### config.mk
export PLATFORM = sky130hd
export DESIGN_NAME = tea_lstore
export DESIGN_NICKNAME = d
export VERILOG_FILES = /design/src/sv/tea_pkg.sv /design/src/sv/tea_lstore.sv
export SDC_FILE = /design/constraint.sdc
export NUM_CORES = 1
export LEC_CHECK = 0
export ABC_AREA = 0
export BUFFER_PORTS_ARGS = -buffer_cell sky130_fd_sc_hd__buf_2
export CELL_PAD_IN_SITES_DETAIL_PLACEMENT = 0
export CELL_PAD_IN_SITES_GLOBAL_PLACEMENT = 2
export CORE_MARGIN = 1
export CORE_UTILIZATION = 25
export DETAILED_ROUTE_END_ITERATION = 8
export PLACE_DENSITY = 0.58
export SLEW_MARGIN = 20
export SYNTH_ARGS = -nofsm -noshare
export SYNTH_HDL_FRONTEND = slang
export SYNTH_SLANG_ARGS = --single-unit
export TNS_END_PERCENT = 5
### constraint.sdc
create_clock -name clk -period 4.4 [get_ports clk]
set_clock_uncertainty 0.15 [all_clocks]
set_input_delay 1.32 -clock clk [delete_from_list [all_inputs] [get_ports clk]]
set_output_delay 1.32 -clock clk [all_outputs]
set_load 0.005 [all_outputs]
### src/sv/tea_pkg.sv
// types, constants and helpers shared by the triangle edge adjacency block
package tea_pkg;

	localparam int MAX_TRI = 64;
	localparam int IDX_W   = 6;
	localparam int CNT_W   = 7;
	localparam int LINK_W  = 7;

	localparam logic signed [LINK_W-1:0] LINK_NONE = -7'sd1;

	localparam logic [1:0] SIDE_AB = 2'd0;
	localparam logic [1:0] SIDE_BC = 2'd1;
	localparam logic [1:0] SIDE_CA = 2'd2;

	typedef struct packed {
		logic [31:0] x;
		logic [31:0] y;
		logic [31:0] z;
	} point_t;

	typedef struct packed {
		point_t a;
		point_t b;
		point_t c;
	} tri_t;

	typedef struct packed {
		logic             vld;
		logic [IDX_W-1:0] idx;
	} link_t;

	typedef struct packed {
		logic             we;
		logic [IDX_W-1:0] addr;
		link_t            data;
	} lk_wr_t;

	typedef enum logic [2:0] {
		ST_LOAD,
		ST_CUR_RD,
		ST_CUR_LD,
		ST_SCAN,
		ST_CUR_WB,
		ST_OUT_RD,
		ST_OUT_LD,
		ST_OUT_WAIT
	} state_t;

	function automatic logic signed [LINK_W-1:0] to_link(input link_t l);
		return l.vld ? $signed({1'b0, l.idx}) : LINK_NONE;
	endfunction

endpackage

### src/sv/tea_lstore.sv
// link table: one memory per side with per-entry valid bits, registered read
module tea_lstore (
	input  logic                      clk,
	input  logic                      arst_n,
	input  logic                      clear,
	input  tea_pkg::lk_wr_t           wr [3],
	input  logic [tea_pkg::IDX_W-1:0] raddr,
	output tea_pkg::link_t            rdata [3]
);
	import tea_pkg::*;

	for (genvar s = 0; s < 3; s++) begin : g_side
		logic [IDX_W-1:0]   mem_q [MAX_TRI];
		logic [MAX_TRI-1:0] vld_q;
		logic [IDX_W-1:0]   rd_idx_q;
		logic               rd_vld_q;

		always_ff @(posedge clk) begin
			if (wr[s].we) begin
				mem_q[wr[s].addr] <= wr[s].data.idx;
			end
			rd_idx_q <= mem_q[raddr];
		end

		always_ff @(posedge clk or negedge arst_n) begin
			if (!arst_n) begin
				vld_q    <= '0;
				rd_vld_q <= 1'b0;
			end else begin
				if (clear) begin
					vld_q <= '0;
				end else if (wr[s].we) begin
					vld_q[wr[s].addr] <= wr[s].data.vld;
				end
				rd_vld_q <= vld_q[raddr];
			end
		end

		assign rdata[s] = '{vld: rd_vld_q, idx: rd_idx_q};
	end

endmodule
==> results.ini <==
[run_status]
status = finished clean

[route]
top_layer_used = met5
m1WireLength_um = 74600
routed_wirelength_um = 161000
vias = 30172
met3_length_um = 7120
drt_iter0_markers = 2481
drt_first_pass_iters = 7
antenna_left = 0
avgRoutedWirePerCell_um = 25.1
drc = 0
dr_wl_met2_um = 76000
vias_per_cell = 4.69

[cts]
clock_tree.buffer_depth = 3
cts_tree = yes
htreeDepth = 4
clk_pin_slew_ns = 0.06
cts.sinks = 1365
cts_resized = 0
root_buffer = clkbuf_16
cts_buffers = 144
clk_latency_ns = 0.77
hold_buffers = 0
cts_setup_buffers = 0

[global_routing]
grt_max_degree = 81
grt_overflow_total = 0
grt_pass1_wl_um = 232000
grt_use_total_pct = 14.4
grt_pass1_vias = 31297
antenna_found_initial = 10

[pwr]
clockPowerShare_pct = 43.6
vdd_drop_max_mv = 0.350
power_density_mw_per_mm2 = 432
p_comb_share_pct = 5.6
p_int_w = 0.0217
seqPwrFrac_pct = 50.8
p_leak_nw = 21.2
p_sw_w = 0.00630
sw_frac_of_total_pct = 22.5

[floorplan]
die_height_um = 471
die_w_um = 471
die_area_mm2 = 0.222
pin_count = 72
initial_core_util_pct = 25.2
num_rows = 171
core_mm2 = 0.218

[worst_setup_path]
critPathRequiredTime_ns = 4.97
worstPathMaxFanout = 67
cp-start-kind = input pin
critPathCaptureType = register
timing.reg2reg.worst_path_depth = 6
crit_arrival_ns = 3.88
critPathKind = input pin to register

[job]
cap_violations = 0

[logic_synthesis]
synth_most_common_cell = edfxtp_1
avgSynthCellArea_um2 = 17.2
syn_nets = 3238
seq_area_frac_synth_pct = 72.5
syn_area_mm2 = 0.0550
synth_edf_count = 1152
netlist_top_cells_count = edfxtp_1 (1152), mux4_2 (300), nand2_1 (269)
yosys.area.top_type = edfxtp_1
synth-async-reset-ratio_pct = 14.3
yosysUniqueCellTypes = 42
yosysTopAreaCellShare_pct = 62.9
yosys_warnings = 0
synth_cells = 3187
ys_ff_latch = 1365
ys_top_cells_by_area = edfxtp_1 (63%), mux4_2 (12%), dfrtp_1 (8.9%)
synth_top_flop_cell = edfxtp_1

[cells_and_area]
fin_cells = 6433
final_layout_size_suffix_gt1_share_pct = 25.1
design_area_mm2 = 0.0648
nNetsFinal = 3494
syn_to_final_growth_pct = 17.9
fillers = 21557

[timing]
fin_setup_tns_ns = 0
min_period_over_period_pct = 75.2
drv_slew = 0
worst_pin_slew_ns = 0.982
rsz0062_at_grt = false
final_period_minus_worst_setup_slack_ns = 3.31
setup_viol = 0
fmax_mhz = 302
relSlewSlack_pct = 34.4
hold_viol = 0

[placed_design]
io_buffers = 71
numPlacedInstances = 6150
gp_congestion = 0.757
dpl.hpwl_um = 105000
placed_cell_area_mm2 = 0.0601

[worst_hold_path]
hold_path_class = register to register
worstHoldPathCells = 2

[metal layers]
metal  global-route usage, %  vias up
met2                    23.0      702
met3                    2.31      206
li1                        -    13158
met5                       0        -
met4                    3.45        2
met1                    20.5    16104
[logic make-up after synthesis]
group,share of synthesized area [%]
buffers and inverters,2.12
DFF,72.5
and+or+nand+nor,4.57
AOI/OAI and AO/OA,5.85
muxes,15.0
[layout make-up]
cell class	count	area, um^2	area share (%)
Antenna cell	17	42.5	0.0657
Clock buffer	209	4050	6.26
Inverter	2	7.51	0.0116
Tap cell	2854	3570	5.51
Sequential cell	1365	39800	61.5
Multi-Input combinational cell	1593	14000	21.5
Clock inverter	56	608	0.939
Timing Repair Buffer	337	2710	4.19
[worst max-delay path, stage by stage]
cell,delay [ns]
buf_8,0.36
buf_12,0.45
mux2i_1,0.14
a221oi_1,0.46
o21ai_0,0.27
a31oi_1,0.49
buf_4,0.19
o211a_1,0.13
[worst paths after layout]
kind | to | slack (ns) | from
min reg2reg | g_side[2].vld_q[1] | 0.37 | g_side[2].vld_q[1]
max in group asynchronous | g_side[1].vld_q[58] | 2.75 | arst_n
max reg2reg | g_side[0].rd_idx_q[4] | 2.17 | g_side[0].mem_q[60][4]
min in group asynchronous | g_side[0].vld_q[51] | 0.41 | arst_n
max | g_side[0].rd_idx_q[4] | 1.09 | raddr[2]
min | g_side[2].vld_q[1] | 0.37 | g_side[2].vld_q[1]
[cells in the final DEF, fill, tap and decap left out, drive strengths merged, types with 3 or more instances in the layout]
cell / count
a211oi: 12
a21oi: 192
a221o: 12
a221oi: 24
a22oi: 21
a31oi: 14
buf: 337
bufinv: 10
clkbuf: 209
clkinv: 33
clkinvlp: 4
dfrtp: 195
dfxtp: 18
diode: 17
edfxtp: 1152
inv: 11
mux2: 48
mux2i: 93
mux4: 300
nand2: 269
nand2b: 5
nand3: 25
nand3b: 15
nand4: 10
nor2: 224
nor2b: 29
nor3: 3
o211a: 12
o21ai: 202
o22ai: 44
o311ai: 12
o41ai: 9
or2: 5
or3: 3
or3b: 6
[through the flow]
step                worst slack, ns  power (W)  utilization [%]  hold WS, ns
floorplan                      1.21     0.0152                -        0.331
global placement              0.260     0.0161             27.6        0.351
detailed placement            0.299     0.0161             27.6        0.360
CTS                            1.13     0.0283             29.7        0.374
global route                   1.07     0.0289             29.7        0.402
finish                         1.09     0.0280             29.7        0.373
[power groups by stage]
stage / logic (W) / registers (W) / clock network, W
after global placement: 0.00161 / 0.0145 / 0
after floorplan: 0.000793 / 0.0144 / 0
after global routing: 0.00169 / 0.0142 / 0.0130
final: 0.00158 / 0.0142 / 0.0122
after detailed placement: 0.00161 / 0.0145 / 0
after CTS: 0.00162 / 0.0142 / 0.0125
[state kept, by name, indices dropped and copies added (netlist names)]
name,count
g_side.mem_q,1152
g_side.rd_vld_q,3
g_side.vld_q,192
g_side.rd_idx_q,18
(Power assumes the default switching activity.)
