==> config.mk <==
export PLATFORM = sky130hd
export DESIGN_NAME = tea_lane
export DESIGN_NICKNAME = d
export VERILOG_FILES = /design/src/sv/tea_pkg.sv /design/src/sv/tea_lane.sv
export SDC_FILE = /design/constraint.sdc
export NUM_CORES = 1
export LEC_CHECK = 0
export ABC_AREA = 1
export BUFFER_PORTS_ARGS = -buffer_cell sky130_fd_sc_hd__buf_2
export CAP_MARGIN = 20
export CELL_PAD_IN_SITES_DETAIL_PLACEMENT = 2
export CELL_PAD_IN_SITES_GLOBAL_PLACEMENT = 2
export CORE_MARGIN = 10
export CORE_UTILIZATION = 22
export DETAILED_ROUTE_END_ITERATION = 6
export PLACE_DENSITY = 0.95
export SYNTH_ARGS = -nofsm -noshare
export SYNTH_HDL_FRONTEND = slang
export SYNTH_SLANG_ARGS = --single-unit
==> constraint.sdc <==
create_clock -name vclk -period 1.85
set_input_delay 0.0925 -clock vclk [all_inputs]
set_output_delay 0.0925 -clock vclk [all_outputs]
set_load 0.005 [all_outputs]
==> src/sv/tea_pkg.sv <==
// types, constants and helpers shared by the triangle edge adjacency block
package tea_pkg;

	localparam int MAX_TRI = 64;
	localparam int IDX_W   = 6;
	localparam int CNT_W   = 7;
	localparam int LINK_W  = 7;

	localparam logic signed [LINK_W-1:0] LINK_NONE = -7'sd1;

	localparam logic [1:0] SIDE_AB = 2'd0;
	localparam logic [1:0] SIDE_BC = 2'd1;
	localparam logic [1:0] SIDE_CA = 2'd2;

	typedef struct packed {
		logic [31:0] x;
		logic [31:0] y;
		logic [31:0] z;
	} point_t;

	typedef struct packed {
		point_t a;
		point_t b;
		point_t c;
	} tri_t;

	typedef struct packed {
		logic             vld;
		logic [IDX_W-1:0] idx;
	} link_t;

	typedef struct packed {
		logic             we;
		logic [IDX_W-1:0] addr;
		link_t            data;
	} lk_wr_t;

	typedef enum logic [2:0] {
		ST_LOAD,
		ST_CUR_RD,
		ST_CUR_LD,
		ST_SCAN,
		ST_CUR_WB,
		ST_OUT_RD,
		ST_OUT_LD,
		ST_OUT_WAIT
	} state_t;

	function automatic logic signed [LINK_W-1:0] to_link(input link_t l);
		return l.vld ? $signed({1'b0, l.idx}) : LINK_NONE;
	endfunction

endpackage

==> src/sv/tea_lane.sv <==
// one side lane: finds the side of the other triangle that matches a given edge
module tea_lane (
	input  tea_pkg::tri_t   oth,
	input  tea_pkg::point_t l,
	input  tea_pkg::point_t r,
	output logic            match,
	output logic [1:0]      side
);
	import tea_pkg::*;

	logic la, lb, lc, ra, rb, rc;

	assign la = (oth.a == l);
	assign lb = (oth.b == l);
	assign lc = (oth.c == l);
	assign ra = (oth.a == r);
	assign rb = (oth.b == r);
	assign rc = (oth.c == r);

	// priority follows the endpoint order a, b, c of the other triangle
	always_comb begin
		match = 1'b1;
		side  = SIDE_AB;
		if (la && rb) begin
			side = SIDE_AB;
		end else if (la && rc) begin
			side = SIDE_CA;
		end else if (lb && ra) begin
			side = SIDE_AB;
		end else if (lb && rc) begin
			side = SIDE_BC;
		end else if (lc && ra) begin
			side = SIDE_CA;
		end else if (lc && rb) begin
			side = SIDE_BC;
		end else begin
			match = 1'b0;
		end
	end

endmodule

==> reports/metrics.csv, run 1 <==
stage,metric,value,unit
status,status,"complete, no violations",
final_layout,share of cells above drive strength 1,30.0,%
yosys,YS warnings,0,
sta,final max-slew violation count,0,
pwr,Peak VDD IR,0.0000888,V
drt,initial DRC count,424,
yosys,syn avg cell area,4.88,um^2
worst_setup_path,critical path capture point type,output pin,
yosys,Post-synth top cells,"nand2_1, nor2_1, xor2_1, inv_1, inv_2",
drt,remaining antenna violation count,0,
pwr,leakage power,7.31,nW
worst_setup_path,CP Launch Type,primary input,
sta,final hold viol count,0,
global_route,first-pass GRT wire length,85.5,mm
sta,Setup Viol. Count Final,0,
floorplan,Die ar.,47800,um^2
floorplan,die width,219,um
sta,RSZ-0062 raised after global routing,true,
final_layout,Area growth syn-to-layout,43.8,%
floorplan,number of top-level pins,483,
yosys,Synth Instances,1779,
yosys,post-synthesis xor/xnor area fraction,38.9,%
worst_setup_path,kind of critical path,in2out,
min_path,Hold Path End,side[0],
yosys,Mapped Nets,2259,
yosys,"area leader, netlist",xor2_1,
sta,crit share post-route,99.9,%
final_layout,CLK BUF,0,
drt,routed len/inst,20.5,um
floorplan,row cnt,72,
yosys,post-synthesis cell type count,17,
sta,Max Fclk,541,MHz
floorplan,Die Y,219,um
min_path,HP Start,oth[267],
sta,relative slew slack,73.9,%
worst_setup_path,critical path peak fanout,4,
flow_run,Max-Cap Viols,0,
yosys,Synth top area share,35.5,%
pwr,power density over cell area,229,nW/um^2
global_route,largest net degree at the start of global routing,5,
yosys,compound-cell area share of the yosys netlist,0.418,%
yosys,mux cell area share after synthesis,0,%
global_route,gr usage total,22.5,%
drt,vias,12800,
placement,IO Port Bufs,483,
yosys,most common cell in the netlist,nand2_1,
placement,detailed placement HPWL,53.4,mm
yosys,synthesized area,8680,um^2
sta,fin worst setup slack,0.00174,ns
worst_setup_path,CP Data Arrival Time,1.76,ns
drt,DRC viols,0,
yosys,largest family of logic cells by synthesized area,simple AND/OR/NAND/NOR gates,
min_path,hold-critical path depth,10,
clock_tree,Post CTS Setup Buffer Count,0,
sta,worst-margin pin slew,0.390,ns
final_layout,Final Net Count,2773,
final_layout,FFs & Latches,0,
yosys,area share of fa/ha/maj cells after synthesis,0,%
global_route,initial antenna violation count,14,
yosys,Post-Synth Simple-Gate Area,50.0,%
min_path,HP Class,in2out,
placement,Placer Congestion,0.953,
global_route,grt ovf,0,
drt,Total Wirelength,57.9,mm
yosys,top cells by area in the synthesized netlist,"xor2_1, nand2_1, nor2_1",
worst_setup_path,Critical Path RT,1.76,ns
clock_tree,hold-fix buffer count after cts,0,
final_layout,final core utilization,32.2,%
final_layout,Storage cell area,0,um^2
sta,"Min Clock Period, post-route",1.85,ns
placement,pre-CTS setup slack,-0.256,ns
global_route,vias in the first global route,14900,
floorplan,core region area,38800,um^2
yosys,register area share after synthesis,0,%
drt,DRT Pass-1 Iters,4,
drt,DR vias/cell,4.51,
floorplan,Starting Density,22.4,%
-- what timing repair did --
action,4_1_cts,5_1_grt
pin swaps,7,51
resized for setup,30,123
endpoints found under the hold margin,0,0
endpoints found under the setup margin,3,3
-- worst max path at each step --
stage                      from       to  slack [ns]
after floorplan           r[22]  side[1]        0.75
after global placement    l[18]    match       -0.18
after detailed placement  l[24]    match       -0.26
after CTS                  r[6]  side[1]       0.001
after global routing       r[5]  side[1]       -0.10
final                     l[13]  side[1]       0.002
-- worst max-delay path: stages --
cell	delay [ns]
buf_2	0.14
xor2_1	0.17
nor2_1	0.15
nand2_1	0.07
nor2_1	0.21
nand2_1	0.16
nor2_4	0.14
nand2_1	0.10
nor2_4	0.13
nand2_2	0.08
a21boi_2	0.15
buf_2	0.15
-- layout by cell type (no fill, tap or decap) --
cell        n
buf_6       5
a21oi_1     1
inv_2      64
buf_2     471
buf_4      29
a21oi_2     2
nand3_2     4
clkinv_1    4
diode_2    17
clkbuf_4    5
nand3_1     5
nand2_2    21
and2_0      1
buf_8       2
o21ai_1     1
xnor2_1    34
nand2_4     2
nand4_1     4
inv_1     178
nor2_2     54
nand2_1   688
nand3_4     3
o21ai_2     1
a21boi_2    1
xor2_2      1
xor2_1    351
nor2_4     22
nor2_1    337
-- layer usage --
metal | global-route usage (%) | part of all wire, % | vias up | routed length, um
met5 | 0 | 0.022 | - | 13
met4 | 5.37 | 2.9 | 2 | 1650
met3 | 3.25 | 4.2 | 80 | 2420
met2 | 45.7 | 55 | 357 | 32000
met1 | 23.3 | 38 | 6139 | 21800
li1 | - | - | 6176 | -
-- per-stage QoR --
stage	cell area, um^2	power [mW]	std cells	hold slack, ns	setup TNS [ns]
4_1_cts	12100	2.80	2812	1.05	0
5_1_grt	12500	3.18	2823	1.11	-0.230
3_3_place_gp	12000	2.52	2813	1.01	-0.493
2_1_floorplan	8680	1.27	1779	0.615	0
3_5_place_dp	12000	2.78	2813	1.06	-0.715
6_report	12500	2.86	2826	1.03	0
-- kinds of logic after synthesis --
| logic type | count (synthesis) |
|---|---|
| compound gates | 6 |
| simple gates | 1141 |
| xor+xnor | 386 |
| buf+inv | 246 |
-- report_power, final --
| group | switching, mW | leakage [nW] | total (mW) | internal, mW |
|---|---|---|---|---|
| logic | 1.73 | 7.31 | 2.86 | 1.13 |
| clock network | 0 | 0.000108 | 0.00000123 | 0.00000123 |
| registers | 0 | 0 | 0 | 0 |
-- layout make-up --
cell class	instances	area, um^2
multi-input cells	1533	8170
repair buffers	512	2700
fillers	5127	26300
inverters	246	923
diodes	17	42.5
well taps	518	648
Note: power is estimated with default switching activity, not from simulation.
==> run 2: changes to the inputs <==
--- a/config.mk
+++ b/config.mk
@@ -11,9 +11,9 @@
 export CELL_PAD_IN_SITES_DETAIL_PLACEMENT = 2
 export CELL_PAD_IN_SITES_GLOBAL_PLACEMENT = 2
 export CORE_MARGIN = 10
-export CORE_UTILIZATION = 22
+export CORE_UTILIZATION = 20
 export DETAILED_ROUTE_END_ITERATION = 6
-export PLACE_DENSITY = 0.95
+export PLACE_DENSITY = 0.94
 export SYNTH_ARGS = -nofsm -noshare
 export SYNTH_HDL_FRONTEND = slang
 export SYNTH_SLANG_ARGS = --single-unit
==> constraint.sdc (replaced) <==
create_clock -name vclk -period 1.9
set_input_delay 0.095 -clock vclk [all_inputs]
set_output_delay 0.095 -clock vclk [all_outputs]
set_load 0.005 [all_outputs]
==> run 2 against run 1 <==
Effect of this change: power is 5.9% lower; flip-flop and latch count stayed put; wire length is 2.2% lower; combinational power is 6% lower; non-clock buffer count is 22 lower; cell count is 2.0% higher; largest cell class unchanged; highest routed layer unchanged.
==> reports/metrics.csv, run 2 (synthesis gave the netlist of run 1 again) <==
stage,metric,value,unit,change
pwr,Clk pwr share,0,%,about the same
placement,DP Area,11900,um^2,was 12000 um^2
floorplan,core region area,43000,um^2,was 38800 um^2
final_layout,FFs & Latches,0,,unchanged
global_route,initial antenna violation count,33,,was 14
pwr,Net Switching,1.63,mW,was 1.73 mW
final_layout,Post-Layout Inst Area,12300,um^2,was 12500 um^2
pwr,Net Sw Frac,60.5,%,about the same
worst_setup_path,Critical Path RT,1.80,ns,was 1.76 ns
worst_setup_path,CP max-delay cell,nor2_1,,unchanged
floorplan,Starting Density,20.2,%,was 22.4%
drt,routed len/inst,19.7,um,was 20.5 um
floorplan,number of top-level pins,483,,unchanged
sta,worst-margin pin slew,0.264,ns,was 0.390 ns
worst_setup_path,"slowest stage delay, CP",0.18,ns,was 0.21 ns
drt,vias,12600,,was 12.8k
pwr,Reg power frac,0,%,about the same
worst_setup_path,CP cell instances,buf_2 > inv_1 > nand2_1 > nand2_1 > nor2_1 > nand2_1 > nor2_1 > nand2_1 > nor2_4 > nand2_1 > nor2_2 > nand2_2 > nand3_2 > nor2_4 > buf_2,,was buf_2 > xor2_1 > nor2_1 > nand2_1 > nor2_1 > nand2_1 > nor2_4 > nand2_1 > nor2_4 > nand2_2 > a21boi_2 > buf_2
global_route,first-pass GRT wire length,84.8,mm,was 85.5 mm
status,status,"complete, no violations",,unchanged
final_layout,Post-Layout Cell Count,2882,,was 2826
sta,Fin Setup TNS,0,ns,unchanged
placement,dpl cells,2853,,was 2813
sta,final hold viol count,0,,unchanged
worst_setup_path,critical path capture point type,output pin,,unchanged
final_layout,Storage cell area,0,um^2,unchanged
final_layout,most frequent cells in the layout,"nand2_1, buf_2, xor2_1",,unchanged
sta,hold_ws,1.04,ns,was 1.03 ns
final_layout,CLK BUF,0,,unchanged
final_layout,share of cells above drive strength 1,28.3,%,was 30.0%
pwr,Logic pwr share,100.0,%,about the same
placement,Placer Congestion,0.938,,was 0.953
flow_run,Max-Cap Viols,0,,unchanged
floorplan,Die Y,228,um,was 219 um
pwr,Internal Pwr Total,1.06,mW,was 1.13 mW
placement,IO Port Bufs,483,,unchanged
drt,initial DRC count,288,,was 424
final_layout,"most common cell after layout, fill and taps aside",nand2_1,,unchanged
worst_setup_path,CP Launch Type,primary input,,unchanged
pwr,power density over cell area,219,nW/um^2,was 229 nW/um^2
global_route,vias in the first global route,14800,,was 14.9k
worst_setup_path,CP Data Arrival Time,1.70,ns,was 1.76 ns
final_layout,Final Net Count,2751,,was 2773
drt,Total Wirelength,56.7,mm,was 57.9 mm
sta,crit share post-route,94.7,%,
sta,Max Fclk,556,MHz,
pwr,leakage power,7.16,nW,was 7.31 nW
pwr,Power Total,2.69,mW,was 2.86 mW
min_path,HP Class,in2out,,unchanged
drt,remaining antenna violation count,0,,unchanged
placement,detailed placement HPWL,52.9,mm,was 53.4 mm
drt,DRC viols,0,,unchanged
worst_setup_path,kind of critical path,in2out,,unchanged
sta,"Min Clock Period, post-route",1.80,ns,
floorplan,row cnt,76,,was 72
drt,DR vias/cell,4.37,,was 4.51
clock_tree,hold-fix buffer count after cts,0,,unchanged
sta,relative slew slack,82.3,%,was 73.9%
sta,final max-slew violation count,0,,unchanged
worst_setup_path,Critical Path Most Common Cell,nand2_1,,unchanged
sta,Setup Viol. Count Final,0,,unchanged
global_route,grt ovf,0,,unchanged
floorplan,Die ar.,52100,um^2,was 47800 um^2
drt,DRT Pass-1 Iters,4,,unchanged
final_layout,Area growth syn-to-layout,41.7,%,was 43.8%
final_layout,# fillers,5676,,was 5127
floorplan,die width,228,um,was 219 um
pwr,Peak VDD IR,0.0000750,V,was 0.0000888 V
worst_setup_path,critical path peak fanout,3,,was 4
global_route,gr usage total,20.4,%,was 22.5%
global_route,largest net degree at the start of global routing,5,,unchanged
-- run 2: changes by cell type in the layout (fill, tap and decap cells not counted), moves of 3 or more --
cell and change:
buf_4 -15, nor2_4 -7, nand2_2 -5, nor2_1 +10, nand3_1 +3, diode_2 +11
nand2_1 +7, nor2_2 -3, clkbuf_4 -5
-- run 2: through the flow --
step	util [%]	setup WS, ns
2_1_floorplan	-	0.799
6_report	28.6	0.100
3_3_place_gp	27.6	-0.192
4_1_cts	27.8	0.00197
3_5_place_dp	27.6	-0.240
5_1_grt	28.6	-0.0253
-- run 2: critical path, delay by kind of cell --
| kind | cells | cell delay, ns |
|---|---|---|
| buffers and inverters | 3 | 0.32 |
| and+or+nand+nor | 12 | 1.27 |
-- run 2: power groups by stage --
stage	clock [mW]	combinational, mW	sequential [mW]
6_report	0.00000198	2.69	0
5_1_grt	0.00000162	3.01	0
4_1_cts	0	2.67	0
3_5_place_dp	0	2.65	0
3_3_place_gp	0	2.41	0
2_1_floorplan	0	1.24	0
-- run 2: final cells by class --
type | instances | area (um^2) | share of cell area (%)
Antenna cell | 28 | 70.1 | 0.570
Inverter | 246 | 923 | 7.51
Multi-Input combinational cell | 1533 | 8060 | 65.5
Tap cell | 585 | 732 | 5.95
Timing Repair Buffer | 490 | 2520 | 20.5
-- run 2: per-layer routing --
metal | up-vias | share of wire [%] | GRT usage (%) | wire length, um
li1 | 6142 | - | - | -
met1 | 6022 | 37 | 20.7 | 21100
met2 | 342 | 55 | 40.4 | 31200
met3 | 86 | 4.8 | 3.76 | 2700
met4 | 12 | 2.8 | 7.60 | 1600
met5 | - | 0.13 | 0 | 74
-- run 2: worst paths after layout --
kind,end,depth (start not counted),startpoint,slack [ns]
setup / recovery,side[0],15,oth[57],0.10
hold / removal,side[1],11,oth[279],1.04
-- run 2: repair_timing --
action	CTS	global route
setup endpoints to repair	3	3
cloned	0	0
gates resized for setup	31	84
pin swaps	10	44
buffers inserted	0	1
==> run 3: changes to the inputs <==
==> constraint.sdc (replaced) <==
create_clock -name vclk -period 1.75
set_input_delay 0.0875 -clock vclk [all_inputs]
set_output_delay 0.0875 -clock vclk [all_outputs]
set_load 0.005 [all_outputs]
==> run 3 against run 2 <==
Effect of this change: the run now ends with setup timing left; largest cell class unchanged; power grew 17%; sequential share of layout area is the same; via count grew 1.6%; worst hold slack lost 0.029 ns; setup slack lost 0.24 ns; global-route usage grew 0.45 points; cell count grew 0.35%; non-clock buffer count grew 16; highest routed layer unchanged.
==> reports/metrics.csv, run 3 (synthesis gave the netlist of run 1 again) <==
stage,metric,value,unit,change
drt,DR vias/cell,4.43,,was 4.37
placement,detailed placement HPWL,53.3,mm,was 52.9 mm
status,failing checks,setup timing,,
sta,fin worst setup slack,-0.140,ns,was 0.100 ns
final_layout,final core utilization,30.4,%,was 28.6%
flow_run,Max-Cap Viols,0,,unchanged
sta,final hold viol count,0,,unchanged
placement,DP Area,12000,um^2,was 11900 um^2
sta,Setup Viol. Count Final,3,,was 0
sta,relative slew slack,81.8,%,was 82.3%
worst_setup_path,Worst Setup EP,side[0],,unchanged
sta,final max-slew violation count,0,,unchanged
sta,crit share post-route,108,%,
worst_setup_path,CP startpoint,l[27],,was oth[57]
status,status,"complete, but fails checks",,"was complete, no violations"
global_route,largest net degree at the start of global routing,5,,unchanged
final_layout,"most common cell after layout, fill and taps aside",nand2_1,,unchanged
placement,IO Port Bufs,483,,unchanged
final_layout,Final Net Count,2767,,was 2751
drt,DRT Pass-1 Iters,4,,unchanged
pwr,power density over cell area,240,nW/um^2,was 219 nW/um^2
sta,hold_ws,1.01,ns,was 1.04 ns
min_path,HP Class,in2out,,unchanged
floorplan,Starting Density,20.2,%,unchanged
sta,RSZ-0062 raised after global routing,true,,
floorplan,die width,228,um,unchanged
pwr,Peak VDD IR,0.0000931,V,was 0.0000750 V
drt,DRC viols,0,,unchanged
global_route,vias in the first global route,15000,,was 14.8k
placement,Placer Congestion,0.907,,was 0.938
worst_setup_path,critical path peak fanout,3,,unchanged
final_layout,CLK BUF,0,,unchanged
global_route,gr usage total,20.9,%,was 20.4%
drt,Total Wirelength,59.9,mm,was 56.7 mm
drt,remaining antenna violation count,0,,unchanged
final_layout,# fillers,5580,,was 5676
drt,routed len/inst,20.7,um,was 19.7 um
sta,"Min Clock Period, post-route",1.89,ns,
floorplan,Die ar.,52100,um^2,unchanged
worst_setup_path,Critical Path RT,1.66,ns,was 1.80 ns
global_route,grt ovf,0,,unchanged
drt,vias,12800,,was 12.6k
final_layout,Storage cell area,0,um^2,unchanged
worst_setup_path,critical path capture point type,output pin,,unchanged
worst_setup_path,CP Data Arrival Time,1.80,ns,was 1.70 ns
floorplan,core region area,43000,um^2,unchanged
final_layout,share of cells above drive strength 1,33.1,%,was 28.3%
final_layout,FFs & Latches,0,,unchanged
final_layout,Post-Layout Inst Area,13100,um^2,was 12300 um^2
placement,pre-CTS setup slack,-0.408,ns,was -0.240 ns
global_route,first-pass GRT wire length,86.7,mm,was 84.8 mm
global_route,initial antenna violation count,31,,was 33
worst_setup_path,CP Launch Type,primary input,,unchanged
floorplan,number of top-level pins,483,,unchanged
floorplan,Die Y,228,um,unchanged
floorplan,row cnt,76,,unchanged
drt,initial DRC count,376,,was 288
pwr,leakage power,7.42,nW,was 7.16 nW
clock_tree,hold-fix buffer count after cts,0,,unchanged
final_layout,most frequent cells in the layout,"nand2_1, buf_2, xor2_1",,unchanged
final_layout,Area growth syn-to-layout,50.7,%,was 41.7%
sta,Max Fclk,529,MHz,
worst_setup_path,kind of critical path,in2out,,unchanged
sta,worst-margin pin slew,0.272,ns,was 0.264 ns
pwr,Power Total,3.14,mW,was 2.69 mW
-- run 3: repair_timing --
item / CTS / global route
endpoints found under the hold margin: 0 / 0
pin swaps: 45 / 137
buffers inserted: 3 / 0
endpoints found under the setup margin: 3 / 3
gates resized for setup: 87 / 245
-- run 3: final cells by class --
type	count	area (um^2)	share of cell area [%]
timing repair buffer	506	2910	22.2
multi-input combinational	1533	8470	64.7
inverter	246	923	7.06
antenna	22	55.1	0.421
tap	585	732	5.59
-- run 3: power by group --
group,total (mW),internal (mW),switching (mW)
clock,0.00000169,0.00000169,0
combinational,3.14,1.26,1.88
sequential,0,0,0
-- run 3: worst max-delay path, cell delays in order --
cell	delay, ns
buf_2	0.13
xor2_1	0.20
nor2_1	0.23
nand2_1	0.11
nor2_1	0.19
nand2_1	0.15
nor2_2	0.14
nand3_2	0.10
nor2_2	0.15
a21oi_2	0.06
nor2_4	0.12
buf_2	0.13
-- run 3: per-stage QoR --
| stage | std cells | TNS [ns] |
|---|---|---|
| floorplan | 1779 | 0 |
| CTS | 2872 | -0.254 |
| finish | 2892 | -0.285 |
| global placement | 2869 | -0.628 |
| detailed placement | 2869 | -0.887 |
| global route | 2889 | -0.532 |
-- run 3: layer usage --
metal  vias to the layer above  track usage [%]  share of wire [%]
met2                       374             42.1                 56
li1                       6157                -                  -
met4                        16             6.50                3.0
met5                         -                0               0.17
met1                      6149             20.8                 36
met3                       111             4.16                4.9
-- run 3: worst min-delay path by stage --
stage,start,endpoint,slack [ns],depth (start not counted)
floorplan,oth[111],match,0.61,9
global placement,oth[110],match,1.04,11
detailed placement,oth[110],match,1.10,11
CTS,oth[270],side[1],1.07,11
global route,oth[87],side[1],1.07,11
finish,oth[87],side[1],1.01,11
